===== src/hw/rtl/edsr_pkg.sv =====
`default_nettype none

package edsr_pkg;

    localparam int BYTE_W  = 8;
    localparam int COORD_W = 6;

    localparam logic [COORD_W-1:0] COORD_RESET = 6'd32;

    // end-of-frame notice from the parser to the emitter
    typedef struct packed {
        logic fire;
        logic ok;
    } t_fin;

endpackage

`default_nettype wire


===== src/hw/rtl/edsr_cfg_if.sv =====
`default_nettype none

interface edsr_cfg_if;
    logic                         valid;
    logic                         ready;
    logic [edsr_pkg::COORD_W-1:0] coord_len;

    modport source (output valid, output coord_len, input ready);
    modport sink (input valid, input coord_len, output ready);
endinterface

`default_nettype wire


===== src/hw/rtl/edsr_in_if.sv =====
`default_nettype none

interface edsr_in_if;
    logic                        valid;
    logic                        ready;
    logic [edsr_pkg::BYTE_W-1:0] in_byte;
    logic                        in_last;

    modport source (output valid, output in_byte, output in_last, input ready);
    modport sink (input valid, input in_byte, input in_last, output ready);
endinterface

`default_nettype wire


===== src/hw/rtl/edsr_out_if.sv =====
`default_nettype none

interface edsr_out_if;
    logic                        valid;
    logic                        ready;
    logic [edsr_pkg::BYTE_W-1:0] out_byte;
    logic                        status;
    logic                        out_last;

    modport source (output valid, output out_byte, output status, output out_last,
                    input ready);
    modport sink (input valid, input out_byte, input status, input out_last,
                  output ready);
endinterface

`default_nettype wire


===== src/hw/rtl/edsr_ram.sv =====
`default_nettype none

module edsr_ram #(
    parameter int W  = 8,
    parameter int D  = 64,
    localparam int AW = (D > 1) ? $clog2(D) : 1
) (
    input  wire logic          i_clk,
    input  wire logic          i_we,
    input  wire logic [AW-1:0] i_waddr,
    input  wire logic [W-1:0]  i_wdata,
    input  wire logic          i_re,
    input  wire logic [AW-1:0] i_raddr,
    output logic      [W-1:0]  o_rdata
);

    logic [W-1:0] r_mem [D];
    logic [W-1:0] r_rdata;

    always_ff @(posedge i_clk) begin
        if (i_we) begin
            r_mem[i_waddr] <= i_wdata;
        end
        if (i_re) begin
            r_rdata <= r_mem[i_raddr];
        end
    end

    assign o_rdata = r_rdata;

endmodule

`default_nettype wire


===== src/hw/rtl/edsr_parse.sv =====
`default_nettype none

module edsr_parse #(
    parameter int MAX_COORD = 32,
    localparam int AW = $clog2(2 * MAX_COORD)
) (
    input  wire logic                         i_clk,
    input  wire logic                         i_rst_n,
    edsr_in_if.sink                           i_in,
    input  wire logic                         i_busy,
    input  wire logic [edsr_pkg::COORD_W-1:0] i_coord,
    output logic                              o_wr_en,
    output logic      [AW-1:0]                o_wr_addr,
    output logic      [edsr_pkg::BYTE_W-1:0]  o_wr_data,
    output edsr_pkg::t_fin                    o_fin
);

    localparam logic [3:0] PH_SEQ_TAG  = 4'd0;
    localparam logic [3:0] PH_SEQ_LEN  = 4'd1;
    localparam logic [3:0] PH_SEQ_SKIP = 4'd2;
    localparam logic [3:0] PH_R_TAG    = 4'd3;
    localparam logic [3:0] PH_R_LEN    = 4'd4;
    localparam logic [3:0] PH_R_LENX   = 4'd5;
    localparam logic [3:0] PH_R_BODY   = 4'd6;
    localparam logic [3:0] PH_S_TAG    = 4'd7;
    localparam logic [3:0] PH_S_LEN    = 4'd8;
    localparam logic [3:0] PH_S_LENX   = 4'd9;
    localparam logic [3:0] PH_S_BODY   = 4'd10;
    localparam logic [3:0] PH_DONE     = 4'd11;

    localparam logic [7:0] TAG_SEQ    = 8'h30;
    localparam logic [7:0] TAG_INT    = 8'h02;
    localparam logic [3:0] MIN_FRAME  = 4'd8;

    logic [3:0]  r_phase, n_phase;
    logic [3:0]  r_cnt, n_cnt;
    logic [31:0] r_len, n_len;
    logic [6:0]  r_left, n_left;
    logic [31:0] r_idx, n_idx;
    logic        r_strip, n_strip;
    logic        r_err, n_err;

    logic        accept;
    logic [7:0]  in_b;
    logic [31:0] coord32;
    logic        body_first, body_strip, body_skip, body_wr;
    logic [31:0] body_j, body_eff, idx_inc, lenx_val;
    logic [5:0]  body_off;
    logic [6:0]  body_pos;
    logic [6:0]  left_dec;
    logic        go_begin, is_r;

    assign accept   = i_in.valid && i_in.ready;
    assign i_in.ready = !i_busy;
    assign in_b     = i_in.in_byte;
    assign coord32  = {26'd0, i_coord};

    // the first content byte decides whether the leading zero is really dropped
    assign body_first = (r_idx == 32'd0);
    assign body_strip = r_strip && !(body_first && (in_b != 8'h00));
    assign body_skip  = body_first && body_strip;
    assign body_j     = r_idx - {31'd0, body_strip};
    assign body_eff   = r_len - {31'd0, body_strip};
    assign body_off   = (body_eff < coord32) ? (i_coord - body_eff[5:0]) : 6'd0;
    assign body_pos   = ((r_phase == PH_S_BODY) ? {1'b0, i_coord} : 7'd0)
                      + {1'b0, body_off} + {1'b0, body_j[5:0]};
    assign body_wr    = !body_skip && (body_j < coord32);
    assign idx_inc    = r_idx + 32'd1;
    assign lenx_val   = (r_len > 32'h00FF_FFFF) ? 32'hFFFF_FFFF : {r_len[23:0], in_b};
    assign left_dec   = r_left - 7'd1;
    assign is_r       = (r_phase == PH_R_LEN) || (r_phase == PH_R_LENX);

    always_comb begin
        n_phase  = r_phase;
        n_cnt    = r_cnt;
        n_len    = r_len;
        n_left   = r_left;
        n_idx    = r_idx;
        n_strip  = r_strip;
        n_err    = r_err;
        go_begin = 1'b0;
        o_wr_en  = 1'b0;
        o_fin    = '0;
        if (accept) begin
            if (r_cnt != MIN_FRAME) begin
                n_cnt = r_cnt + 4'd1;
            end
            if (!r_err) begin
                case (r_phase)
                    PH_SEQ_TAG: begin
                        if (in_b != TAG_SEQ) n_err = 1'b1;
                        else n_phase = PH_SEQ_LEN;
                    end
                    PH_SEQ_LEN: begin
                        if (in_b[7] && (in_b[6:0] != 7'd0)) begin
                            n_left  = in_b[6:0];
                            n_phase = PH_SEQ_SKIP;
                        end else begin
                            n_phase = PH_R_TAG;
                        end
                    end
                    PH_SEQ_SKIP: begin
                        n_left = left_dec;
                        if (left_dec == 7'd0) n_phase = PH_R_TAG;
                    end
                    PH_R_TAG, PH_S_TAG: begin
                        if (in_b != TAG_INT) n_err = 1'b1;
                        else n_phase = (r_phase == PH_R_TAG) ? PH_R_LEN : PH_S_LEN;
                    end
                    PH_R_LEN, PH_S_LEN: begin
                        if (!in_b[7]) begin
                            n_len    = {24'd0, in_b};
                            go_begin = 1'b1;
                        end else begin
                            n_len = 32'd0;
                            if (in_b[6:0] == 7'd0) begin
                                go_begin = 1'b1;
                            end else begin
                                n_left  = in_b[6:0];
                                n_phase = (r_phase == PH_R_LEN) ? PH_R_LENX : PH_S_LENX;
                            end
                        end
                    end
                    PH_R_LENX, PH_S_LENX: begin
                        n_len  = lenx_val;
                        n_left = left_dec;
                        if (left_dec == 7'd0) go_begin = 1'b1;
                    end
                    PH_R_BODY, PH_S_BODY: begin
                        n_strip = body_strip;
                        o_wr_en = body_wr;
                        n_idx   = idx_inc;
                        if (idx_inc == r_len) begin
                            n_phase = (r_phase == PH_R_BODY) ? PH_S_TAG : PH_DONE;
                        end
                    end
                    default: ;
                endcase
                if (go_begin) begin
                    if (n_len == 32'd0) begin
                        n_phase = is_r ? PH_S_TAG : PH_DONE;
                    end else begin
                        n_idx   = 32'd0;
                        n_strip = (n_len == coord32 + 32'd1);
                        n_phase = is_r ? PH_R_BODY : PH_S_BODY;
                    end
                end
            end
            if (i_in.in_last) begin
                o_fin.fire = 1'b1;
                o_fin.ok   = !n_err && (n_cnt == MIN_FRAME) && (n_phase == PH_DONE);
                n_phase = PH_SEQ_TAG;
                n_cnt   = 4'd0;
                n_len   = 32'd0;
                n_left  = 7'd0;
                n_idx   = 32'd0;
                n_strip = 1'b0;
                n_err   = 1'b0;
            end
        end
    end

    assign o_wr_addr = body_pos[AW-1:0];
    assign o_wr_data = in_b;

    always_ff @(posedge i_clk) begin
        if (!i_rst_n) begin
            r_phase <= PH_SEQ_TAG;
            r_cnt   <= 4'd0;
            r_len   <= 32'd0;
            r_left  <= 7'd0;
            r_idx   <= 32'd0;
            r_strip <= 1'b0;
            r_err   <= 1'b0;
        end else begin
            r_phase <= n_phase;
            r_cnt   <= n_cnt;
            r_len   <= n_len;
            r_left  <= n_left;
            r_idx   <= n_idx;
            r_strip <= n_strip;
            r_err   <= n_err;
        end
    end

`ifndef SYNTHESIS
    a_frame_restart: assert property (@(posedge i_clk) disable iff (!i_rst_n)
        o_fin.fire |=> (r_phase == PH_SEQ_TAG) && (r_cnt == 4'd0) && !r_err)
        else $error("parser state not cleared after frame end");
    a_store_bound: assert property (@(posedge i_clk) disable iff (!i_rst_n)
        o_wr_en |-> (body_pos < {i_coord, 1'b0})
                    && ((r_phase == PH_R_BODY) || (r_phase == PH_S_BODY)))
        else $error("store write outside the raw r||s area");
`endif

endmodule

`default_nettype wire


===== src/hw/rtl/edsr_emit.sv =====
`default_nettype none

module edsr_emit #(
    parameter int MAX_COORD = 32,
    localparam int AW = $clog2(2 * MAX_COORD),
    localparam int D  = 2 * MAX_COORD
) (
    input  wire logic                         i_clk,
    input  wire logic                         i_rst_n,
    input  wire edsr_pkg::t_fin               i_fin,
    input  wire logic                         i_wr_en,
    input  wire logic [AW-1:0]                i_wr_addr,
    input  wire logic [edsr_pkg::COORD_W-1:0] i_coord,
    input  wire logic [edsr_pkg::BYTE_W-1:0]  i_rdata,
    output logic                              o_re,
    output logic      [AW-1:0]                o_raddr,
    output logic                              o_busy,
    edsr_out_if.source                        o_out
);

    localparam logic [1:0] ST_IDLE = 2'd0;
    localparam logic [1:0] ST_EMIT = 2'd1;
    localparam logic [1:0] ST_ERR  = 2'd2;

    logic [1:0]    r_state;
    logic [AW-1:0] r_k;
    logic          r_pend;
    logic          r_rd_vld;
    logic          r_rd_last;
    logic [D-1:0]  r_vld;
    logic          r_out_valid;
    logic [7:0]    r_out_byte;
    logic          r_out_status;
    logic          r_out_last;

    logic          out_free;
    logic          issue;
    logic          err_load;
    logic [6:0]    total_m1;
    logic          k_is_last;
    logic          vld_clr;

    assign out_free  = !r_out_valid || o_out.ready;
    assign issue     = (r_state == ST_EMIT) && !r_pend && out_free;
    assign err_load  = (r_state == ST_ERR) && !r_pend && out_free;
    assign total_m1  = {i_coord, 1'b0} - 7'd1;
    assign k_is_last = (7'(r_k) == total_m1);
    // store is emptied after a bad frame ends or after the last read of a good one
    assign vld_clr   = ((r_state == ST_IDLE) && i_fin.fire && !i_fin.ok)
                     || (issue && k_is_last);

    assign o_re    = issue;
    assign o_raddr = r_k;
    assign o_busy  = (r_state != ST_IDLE);

    always_ff @(posedge i_clk) begin
        if (!i_rst_n) begin
            r_state     <= ST_IDLE;
            r_k         <= '0;
            r_pend      <= 1'b0;
            r_vld       <= '0;
            r_out_valid <= 1'b0;
        end else begin
            if (vld_clr) begin
                r_vld <= '0;
            end else if (i_wr_en) begin
                r_vld[i_wr_addr] <= 1'b1;
            end
            case (r_state)
                ST_IDLE: begin
                    if (i_fin.fire) begin
                        r_k <= '0;
                        if (i_fin.ok) begin
                            r_state <= ST_EMIT;
                        end else begin
                            r_state <= ST_ERR;
                        end
                    end
                end
                ST_EMIT: begin
                    if (issue) begin
                        if (k_is_last) begin
                            r_state <= ST_IDLE;
                            r_k     <= '0;
                        end else begin
                            r_k <= r_k + AW'(1);
                        end
                    end
                end
                ST_ERR: begin
                    if (err_load) r_state <= ST_IDLE;
                end
                default: r_state <= ST_IDLE;
            endcase
            r_pend <= issue;
            if (r_pend || err_load) begin
                r_out_valid <= 1'b1;
            end else if (o_out.ready) begin
                r_out_valid <= 1'b0;
            end
        end
    end

    // entries not written this frame read as zero
    always_ff @(posedge i_clk) begin
        if (issue) begin
            r_rd_vld  <= r_vld[r_k];
            r_rd_last <= k_is_last;
        end
        if (r_pend) begin
            r_out_byte   <= r_rd_vld ? i_rdata : 8'h00;
            r_out_status <= 1'b0;
            r_out_last   <= r_rd_last;
        end else if (err_load) begin
            r_out_byte   <= 8'h00;
            r_out_status <= 1'b1;
            r_out_last   <= 1'b1;
        end
    end

    assign o_out.valid    = r_out_valid;
    assign o_out.out_byte = r_out_byte;
    assign o_out.status   = r_out_status;
    assign o_out.out_last = r_out_last;

`ifndef SYNTHESIS
    a_land_free: assert property (@(posedge i_clk) disable iff (!i_rst_n)
        r_pend |-> !r_out_valid)
        else $error("read data lands on an occupied output register");
    a_no_fire_busy: assert property (@(posedge i_clk) disable iff (!i_rst_n)
        (r_state != ST_IDLE) |-> !i_fin.fire)
        else $error("frame end while a result burst is in progress");
`endif

endmodule

`default_nettype wire


===== src/hw/rtl/ecdsa_der_signature_to_raw.sv =====
`default_nettype none

// channel   dir   handshake      payload
// i_cfg     in    valid/ready    coord_len[5:0]
// i_in      in    valid/ready    in_byte[7:0], in_last
// o_out     out   valid/ready    out_byte[7:0], status, out_last
//
// One cycle per input byte while parsing; bytes go straight into the r||s RAM.
// After the last byte: 2*coord_len results (RAM read, output register; one at a
// time) or one error item; i_in and i_cfg stall until the last read is issued or the
// error item loaded. Entry valid bits clear the store at a bad frame's end or a good
// frame's last read, so no clearing pass is needed. Reset is synchronous, active low;
// coord_len resets to 32. o_out stalls hold the output register and pause RAM reads.
module ecdsa_der_signature_to_raw #(
    parameter int MAX_COORD = 32
) (
    input  wire logic    i_clk,
    input  wire logic    i_rst_n,
    edsr_cfg_if.sink     i_cfg,
    edsr_in_if.sink      i_in,
    edsr_out_if.source   o_out
);

    localparam int AW = $clog2(2 * MAX_COORD);

    logic [edsr_pkg::COORD_W-1:0] r_coord_size;
    logic [edsr_pkg::COORD_W-1:0] coord_eff;
    logic                         wr_en;
    logic [AW-1:0]                wr_addr;
    logic [edsr_pkg::BYTE_W-1:0]  wr_data;
    logic                         re;
    logic [AW-1:0]                raddr;
    logic [edsr_pkg::BYTE_W-1:0]  rdata;
    logic                         busy;
    edsr_pkg::t_fin               fin;

    // the burst length depends on the setting, so hold writes off during a burst
    assign i_cfg.ready = !busy;

    always_ff @(posedge i_clk) begin
        if (!i_rst_n) begin
            r_coord_size <= edsr_pkg::COORD_RESET;
        end else if (i_cfg.valid && i_cfg.ready) begin
            r_coord_size <= i_cfg.coord_len;
        end
    end

    // zero acts as one, anything above the store size as the maximum
    assign coord_eff = (r_coord_size == '0) ? edsr_pkg::COORD_W'(1) :
                       (r_coord_size > edsr_pkg::COORD_W'(MAX_COORD)) ?
                       edsr_pkg::COORD_W'(MAX_COORD) : r_coord_size;

    edsr_parse #(.MAX_COORD(MAX_COORD)) u_parse (
        .i_clk     (i_clk),
        .i_rst_n   (i_rst_n),
        .i_in      (i_in),
        .i_busy    (busy),
        .i_coord   (coord_eff),
        .o_wr_en   (wr_en),
        .o_wr_addr (wr_addr),
        .o_wr_data (wr_data),
        .o_fin     (fin)
    );

    edsr_ram #(.W(edsr_pkg::BYTE_W), .D(2 * MAX_COORD)) u_ram (
        .i_clk   (i_clk),
        .i_we    (wr_en),
        .i_waddr (wr_addr),
        .i_wdata (wr_data),
        .i_re    (re),
        .i_raddr (raddr),
        .o_rdata (rdata)
    );

    edsr_emit #(.MAX_COORD(MAX_COORD)) u_emit (
        .i_clk     (i_clk),
        .i_rst_n   (i_rst_n),
        .i_fin     (fin),
        .i_wr_en   (wr_en),
        .i_wr_addr (wr_addr),
        .i_coord   (coord_eff),
        .i_rdata   (rdata),
        .o_re      (re),
        .o_raddr   (raddr),
        .o_busy    (busy),
        .o_out     (o_out)
    );

endmodule

`default_nettype wire

===== src/flat_wrapper.sv =====
// flat-port wrapper written by rule: the top's interface ports become plain ports
module ecdsa_der_signature_to_raw_flat 
#(
    parameter int MAX_COORD = 32
)
  (i_clk, i_rst_n, i_cfg_valid, i_cfg_coord_len, i_cfg_ready, i_in_valid, i_in_in_byte, i_in_in_last, i_in_ready, o_out_valid, o_out_out_byte, o_out_status, o_out_out_last, o_out_ready);
  edsr_cfg_if i_cfg_i ();
  edsr_in_if i_in_i ();
  edsr_out_if o_out_i ();
  input  wire logic i_clk;
  input  wire logic i_rst_n;
  input wire logic [$bits(i_cfg_i.valid)-1:0] i_cfg_valid;
  input wire logic [$bits(i_cfg_i.coord_len)-1:0] i_cfg_coord_len;
  output wire logic [$bits(i_cfg_i.ready)-1:0] i_cfg_ready;
  input wire logic [$bits(i_in_i.valid)-1:0] i_in_valid;
  input wire logic [$bits(i_in_i.in_byte)-1:0] i_in_in_byte;
  input wire logic [$bits(i_in_i.in_last)-1:0] i_in_in_last;
  output wire logic [$bits(i_in_i.ready)-1:0] i_in_ready;
  output wire logic [$bits(o_out_i.valid)-1:0] o_out_valid;
  output wire logic [$bits(o_out_i.out_byte)-1:0] o_out_out_byte;
  output wire logic [$bits(o_out_i.status)-1:0] o_out_status;
  output wire logic [$bits(o_out_i.out_last)-1:0] o_out_out_last;
  input wire logic [$bits(o_out_i.ready)-1:0] o_out_ready;
  assign i_cfg_i.valid = i_cfg_valid;
  assign i_cfg_i.coord_len = i_cfg_coord_len;
  assign i_cfg_ready = i_cfg_i.ready;
  assign i_in_i.valid = i_in_valid;
  assign i_in_i.in_byte = i_in_in_byte;
  assign i_in_i.in_last = i_in_in_last;
  assign i_in_ready = i_in_i.ready;
  assign o_out_valid = o_out_i.valid;
  assign o_out_out_byte = o_out_i.out_byte;
  assign o_out_status = o_out_i.status;
  assign o_out_out_last = o_out_i.out_last;
  assign o_out_i.ready = o_out_ready;
  ecdsa_der_signature_to_raw #(.MAX_COORD(MAX_COORD)) u_core (.i_clk(i_clk), .i_rst_n(i_rst_n), .i_cfg(i_cfg_i), .i_in(i_in_i), .o_out(o_out_i));
endmodule

===== config.mk =====
export PLATFORM = sky130hd
export DESIGN_NAME = ecdsa_der_signature_to_raw_flat
export DESIGN_NICKNAME = d
export VERILOG_FILES = /design/src/hw/rtl/edsr_pkg.sv /design/src/hw/rtl/edsr_cfg_if.sv /design/src/hw/rtl/edsr_in_if.sv /design/src/hw/rtl/edsr_out_if.sv /design/src/hw/rtl/edsr_ram.sv /design/src/hw/rtl/edsr_parse.sv /design/src/hw/rtl/edsr_emit.sv /design/src/hw/rtl/ecdsa_der_signature_to_raw.sv /design/src/flat_wrapper.sv
export SDC_FILE = /design/constraint.sdc
export NUM_CORES = 1
export LEC_CHECK = 0
export ABC_CLOCK_PERIOD_IN_PS = 7350
export BUFFER_PORTS_ARGS = -buffer_cell sky130_fd_sc_hd__buf_2
export CAP_MARGIN = 10
export CORE_MARGIN = 5
export CORE_UTILIZATION = 30
export DETAILED_ROUTE_END_ITERATION = 8
export HOLD_SLACK_MARGIN = 0.05
export SLEW_MARGIN = 10
export SYNTH_ARGS = -nofsm -noshare
export SYNTH_HDL_FRONTEND = slang
export SYNTH_HIERARCHICAL = 1
export SYNTH_SLANG_ARGS = --single-unit

===== constraint.sdc =====
create_clock -name i_clk -period 7.35 [get_ports i_clk]
set_clock_uncertainty 0.2 [all_clocks]
set_input_delay 0.735 -clock i_clk [delete_from_list [all_inputs] [get_ports i_clk]]
set_output_delay 0.735 -clock i_clk [all_outputs]
set_load 0.005 [all_outputs]

Word level (Yosys, flattened, before mapping)
Memory sizes are Yosys's and may differ from the RTL's. A register that Yosys moved wholly into a read port is not among the register bits.
Index checks and enable logic that the tools add are counted.
- add/sub/neg operators: 11
- magnitude comparators: 7
- eq/ne operators: 28
- muxes and demuxes: 88
- bitwise gates (word level): 2
- reduce and logical (&&, ||, !) cells: 52
- operators by type and width (cell ; count):
    two-way mux 32 bit ; 10
    two-way mux 4 bit ; 19
    logical NOT 32 bit ; 2
    less-than comparator 32 x 6 -> 1 bit ; 2
    OR 64 bit ; 1
    case mux 32 bit (2 select lines) ; 1
    subtractor 32 x 1 -> 32 bit ; 2
    two-way mux 6 bit ; 7
    two-way mux 7 bit ; 6
    adder 32 x 1 -> 32 bit, second input constant ; 1
    == test 32 bit ; 1
    == test 32 x 7 -> 1 bit ; 1
    > comparator 32 x 24 -> 1 bit, second input constant ; 1
    two-way mux 1 bit ; 27
    two-way mux 8 bit ; 3
    case mux 4 bit (6 select lines) ; 1
    case mux 7 bit (3 select lines) ; 1
    == test 4 bit, second input constant ; 5
    logical AND 1 bit ; 17
    == test 4 x 3 -> 1 bit, second input constant ; 4
    logical NOT 7 bit ; 2
    less-than comparator 6 x 7 -> 1 bit, second input constant ; 2
    two-way mux 2 bit ; 7
    subtractor 7 x 1 -> 7 bit, second input constant ; 2
    other kinds (38) ; 63
- register bits: 173
- bits in writable memories: 512
- output and inout bits: 13
- memories kept: 1
- memories (memory ; words ; bits a word ; read ports ; clocked after Yosys merged registers in ; wr ports ; RTL line ; text):
    u_core.u_ram.r_mem ; 64 ; 8 ; 1 ; 1 ; 1 ; edsr_ram.sv:17 ; logic [W-1:0] r_mem [D];

Depth between registers and ports, before layout
- word-level depth: 18
- mapped depth: 35

Hierarchy
Netlist, hierarchy kept.
- by module, submodules not included (module ; instances ; cells an instance ; area an instance (sq um)):
    edsr_ram ; 1 ; 940 ; 20240.7
    edsr_parse ; 1 ; 1071 ; 7862.5
    edsr_emit ; 1 ; 390 ; 3910.0
    ecdsa_der_signature_to_raw ; 1 ; 29 ; 281.5

Least setup slack after synthesis
OpenSTA, ideal clock, no wires.
- kind: input -> register
- start: in i_in_in_byte[0]
- end: mem u_core.u_ram.r_mem[21][0] (enable)
- data arrival time: 6959 ps
- required time: 6780 ps
- path slack: -179 ps
- stages on the path: 27
- path buffers: 2
- cell sequence: or3_1 nor2_1 nand2_1 nand2_1 and2_1 ha_1 or4b_2 or3_1 maj3_1 or4_1 nor3_1 nand2b_1 fa_1 inv_1 ha_1 inv_1 fa_1 inv_1 a21o_1 a21oi_1 xnor2_1 xnor2_1 xnor2_1 clkbuf_1 or3b_2 clkbuf_1 nor2_1
- elaborated cells between the ends (all ways): 20
- classes of those cells: add/sub (5); order compare (2); mux (6); reduce/logical (7)
- RTL lines (element ; RTL line ; text):
    start: declaration ; flat_wrapper.sv:16 ; input wire logic [$bits(i_in_i.in_byte)-1:0] i_in_in_byte;
    nonzero test 8 bit (*) ; edsr_parse.sv:60 ; assign body_strip = r_strip && !(body_first && (in_b != 8'h00));
    logical AND 1 bit (*) ; edsr_parse.sv:60 ;
    logical NOT 1 bit (*) ; edsr_parse.sv:60 ;
    logical AND 1 bit (*) ; edsr_parse.sv:60 ;
    subtractor 32 x 1 -> 32 bit ; edsr_parse.sv:63 ; assign body_eff = r_len - {31'd0, body_strip};
    less-than comparator 32 x 6 -> 1 bit / subtractor 6 bit (equally long branches) ; edsr_parse.sv:64 ; assign body_off = (body_eff < coord32) ? (i_coord - body_eff[5:0]) : 6'd0;
    two-way mux 6 bit ; edsr_parse.sv:64 ;
    adder 6 bit ; edsr_parse.sv:66 ; + {1'b0, body_off} + {1'b0, body_j[5:0]};
    adder 6 bit (*) ; edsr_parse.sv:66 ;
    via u_core.wr_addr[5] ; ecdsa_der_signature_to_raw.sv:29 ; logic [AW-1:0] wr_addr;
    end: declaration ; edsr_ram.sv:17 ;
The timed path passes the listed nets; every way through them passes the cells marked *.

Worst setup path in the final report
- start: reg u_core.u_parse.r_idx[16]
- end: mem u_core.u_ram.r_mem[6][7] (enable)
- elaborated cells between the ends (all ways): 20
- classes of those cells: add/sub (5); order compare (2); mux (6); reduce/logical (7)
- RTL lines (element ; RTL line ; text):
    start: declaration ; edsr_parse.sv:39 ; logic [31:0] r_idx, n_idx;
    start signal: assignment ; edsr_parse.sv:180 ; r_idx <= n_idx;
    logical NOT 32 bit (*) ; edsr_parse.sv:59 ; assign body_first = (r_idx == 32'd0);
    logical AND 1 bit (*) ; edsr_parse.sv:60 ;
    logical NOT 1 bit (*) ; edsr_parse.sv:60 ;
    logical AND 1 bit (*) ; edsr_parse.sv:60 ;
    subtractor 32 x 1 -> 32 bit ; edsr_parse.sv:63 ;
    less-than comparator 32 x 6 -> 1 bit / subtractor 6 bit (equally long branches) ; edsr_parse.sv:64 ;
    two-way mux 6 bit ; edsr_parse.sv:64 ;
    adder 6 bit ; edsr_parse.sv:66 ;
    adder 6 bit (*) ; edsr_parse.sv:66 ;
    via u_core.wr_addr[5] ; ecdsa_der_signature_to_raw.sv:29 ;
Marked as above.

==> summary.md <==
| Metric | Value |
|---|---|
| Mux share of post-synthesis cell area | 11.56% |
| WL final | 85,450 um |
| Logic pwr share | 3.2% |
| R2R cell count | 31 |
| Clock power frac | 44.9% |
| Fillers | 10,270 |
| Area added between synthesis and finish | 17.53% |
| Fmax achieved | 139.8 MHz |
| Min Clock Period, post-route | 7.152 ns |
| I/O Pins | 33 |
| Drt first-iter violations | 2,093 |
| Max_slew headroom | 13.04% |
| Setup violators final | 0 |
| Worst EP required | 7.50 ns |
| Crit path max fanout | 8 |
| Grt ovf | 0 |
| Seq pwr share | 51.9% |
| Initial core utilization | 30.17% |
| Post-synthesis compound-gate area fraction | 9.093% |
| Total Routing Usage GR | 14.43% |
| CTS Buf Count | 74 |
| Cell internal pwr | 6.345 mW |
| Core area | 0.1071 mm^2 |
| Dpl cell area | 0.03508 mm^2 |
| Non-Filler Instances | 4,041 |
| Syn_nets | 2,490 |
| WS Path Type | register to register |
| Die Ht | 338.1 um |
| Net Switching | 1.781 mW |
| Leading area contributor after synthesis | edfxtp_1 |
| Critical Path Start Type | register |
| Worst-Margin Slew | 1.294 ns |
| Max clock buf depth | 3 |
| Pins Over Slew Limit | 0 |
| Reg clk slew, reported paths | 0.06 ns |
| LEAKAGE | 12.06 nW |
| Vias in the first global route | 20,520 |
| Share of cells above drive strength 1 | 25.93% |
| Initial antenna violation count | 0 |
| PwrDens | 214.1 mW/mm^2 |
| Simple-Gate Fraction of Synth Area | 12.47% |
| Largest family of logic cells by synthesized area | simple AND/OR/NAND/NOR gates |
| Sequential share of the synthesized area | 59.42% |
| CTS tree | built |
| Gpl congestion | 0.8605 |
| RR Startpoint | u_core/u_parse/r_idx[16] |
| CP dominant cell by count | buf_4 |
| Worst Setup EP | u_core/u_ram/r_mem[6][7] |
| Vias post-DR | 21,050 |
| DRC errors left | 0 |
| Synth Register Bits | 693 |
| H-tree Lvls | 3 |
| Nets | 2,642 |
| Num Clock Sinks | 693 |
| # port buffers | 32 |
| RSZ-0062 raised after global routing | true |
| Final Core Density | 35.46% |
| Max incr delay on CP | 0.54 ns |
| Synth area leaders | edfxtp_1 (49%), dfxtp_1 (10%), mux4_2 (9.8%) |
| Slowest-stage cell, CP | or4_4 |
| Post-synth EDFFs | 531 |
| Multi-input gate area | 0.01245 mm^2 |
| Die area | 0.1143 mm^2 |
| Main synth FF type | edfxtp_1 |
| Sequential Area | 0.01920 mm^2 |
| Number of routed nets with antenna violations | 0 |
| Async SR Flop Fraction | 0% |
| Largest net degree at the start of global routing | 76 |
| Most common cell in the synthesized netlist | edfxtp_1 |
| Wire length per cell | 21.15 um |
| Hold Fails Final Rpt | 0 |
| Synth Area in XOR/XNOR | 2.305% |
| VDD IR max | 0.1566 mV |
| Slack of the worst reg-to-reg path | 0.20 ns |
| Switching Fraction | 21.92% |
| Yosys cell types | 94 |
| Tcrit/Tclk final | 97.30% |
| Row cnt | 120 |
| Reg-to-reg endpoint | u_core/u_ram/r_mem[6][7] |
| Cell count after synthesis | 2,430 |
| Dpl cells | 3,903 |
| Mapped Avg Cell Area | 13.29 um^2 |
| Clock latency on the worst-skew pair | 0.63 ns |
| Drt first pass iters | 5 |
| Commonest cells post-synth | edfxtp_1 (531), nor2_1 (175), dfxtp_1 (162) |
| Outcome | finished, final reports clean |
| CP Capture Type | register |
| First-pass GRT wire length | 129,700 um |
| Synth Area in Adders | 1.743% |
| Inserted Diodes | 0 |
| Cell Area, Synth | 0.03229 mm^2 |
| Die span in x | 338.1 um |
| Final Cell Area | 0.03796 mm^2 |
| Root Driver | clkbuf_16 |
| HP Class | input port to register |
| Warnings from Yosys | 6 |
| Detailed placement HPWL | 55,600 um |
| Via/cell ratio | 5.208 |
| Max cap viols | 0 |
| Yosys top cell area share | 49.37% |
| Worst path arrival time | 7.31 ns |
| CP Launch Point | u_core/u_parse/r_idx[16] |
## routing by layer
layer | routed length, um | vias to the layer above | track usage, %
met5 | 0 | - | 0
met4 | 1493 | 0 | 3.292
met3 | 4705 | 85 | 1.795
met2 | 41990 | 710 | 24.26
met1 | 37260 | 10640 | 20.06
li1 | - | 9614 | -
## timing repair
| action | in CTS | in global routing |
|---|---|---|
| endpoints found under the setup margin | 576 | 576 |
| hold buffers | 0 | 0 |
| setup buffers | 0 | 6 |
| pin swaps | 1 | 25 |
| gates resized for setup | 41 | 71 |
| gates cloned | 0 | 0 |
## cell families after synthesis
group,after synthesis
flip-flops,693
multiplexers,195
AO/OA/AOI/OAI,424
XOR/XNOR,85
AND/OR/NAND/NOR,760
adder cells (fa/ha/maj),41
buffers and inverters,232
## state kept, by name (all words and copies together) (netlist names), 2 cells and up
register                      cells
u_core/r_coord_size               6
u_core/u_emit/o_out.out_byte      8
u_core/u_emit/o_raddr             6
u_core/u_emit/r_state             2
u_core/u_emit/r_vld              64
u_core/u_parse/r_cnt              4
u_core/u_parse/r_idx             32
u_core/u_parse/r_left             7
u_core/u_parse/r_len             32
u_core/u_parse/r_phase            4
u_core/u_ram/o_rdata              8
u_core/u_ram/r_mem              512
## power by group through the flow
stage | sequential (mW) | combinational, mW | clock (mW)
global placement | 4.30 | 0.244 | 0
global route | 4.22 | 0.277 | 3.91
floorplan | 4.30 | 0.144 | 0
CTS | 4.22 | 0.250 | 3.73
detailed placement | 4.30 | 0.245 | 0
finish | 4.22 | 0.257 | 3.65
## how the worst min path moves through the flow
stage,startpoint,end,depth (start not counted)
3_5_place_dp,u_core/u_emit/r_vld[21],u_core/u_emit/r_vld[21],2
6_report,i_cfg_coord_len[5],u_core/r_coord_size[5],3
3_3_place_gp,u_core/u_emit/r_vld[20],u_core/u_emit/r_vld[20],2
5_1_grt,i_cfg_coord_len[5],u_core/r_coord_size[5],3
4_1_cts,i_cfg_coord_len[5],u_core/r_coord_size[5],3
2_1_floorplan,u_core/u_emit/r_vld[3],u_core/u_emit/r_vld[3],2
## worst max-delay path, delay by kind of cell, from the launching register on
family          cells  cell delay, ns
simple gates       12            2.60
compound gates      6            0.75
fa+ha+maj           4            1.43
buf+inv             5            0.75
xor+xnor            4            0.80
flops               1            0.33
## stage by stage
stage / setup slack (ns) / power, mW / setup TNS, ns / hold WS (ns)
floorplan: -0.03967 / 4.444 / -2.215 / 0.2317
global placement: -0.5663 / 4.549 / -237.19 / 0.2427
detailed placement: -0.5757 / 4.550 / -249.66 / 0.2474
CTS: 0.01451 / 8.205 / 0 / 0.1077
global route: -0.07305 / 8.407 / -3.288 / 0.1743
finish: 0.1982 / 8.126 / 0 / 0.1354
## cell usage in the layout (no fill, tap or decap), drive strengths merged, types with 12 or more instances in the layout
master	synthesis	layout
edfxtp	531	531
buf	67	246
nor2	236	236
dfxtp	162	162
mux4	141	141
nand2	125	125
a21oi	110	110
clkbuf	103	92
o21ai	78	78
nor3	75	75
nor2b	74	74
inv	61	68
xnor2	55	55
nand3	47	47
mux2i	40	40
a22oi	40	40
ha	33	33
xor2	30	30
nor4	30	30
clkinv	1	30
o2bb2ai	28	28
nand2b	27	27
and3	24	24
nand4	23	23
or3	22	22
or4	21	21
a31oi	17	17
o22ai	15	15
mux2	14	14
o32ai	14	14
and2	12	12
o31ai	12	12
## final cells by class
| type | instances | share of cell area (%) |
|---|---|---|
| Inverter | 62 | 0.6131 |
| Clock inverter | 40 | 0.9988 |
| Sequential cell | 693 | 50.60 |
| Clock buffer | 92 | 5.258 |
| Timing Repair Buffer | 246 | 5.119 |
| Multi-Input combinational cell | 1505 | 32.79 |
| Tap cell | 1403 | 4.625 |
(Power assumes the default switching activity.)
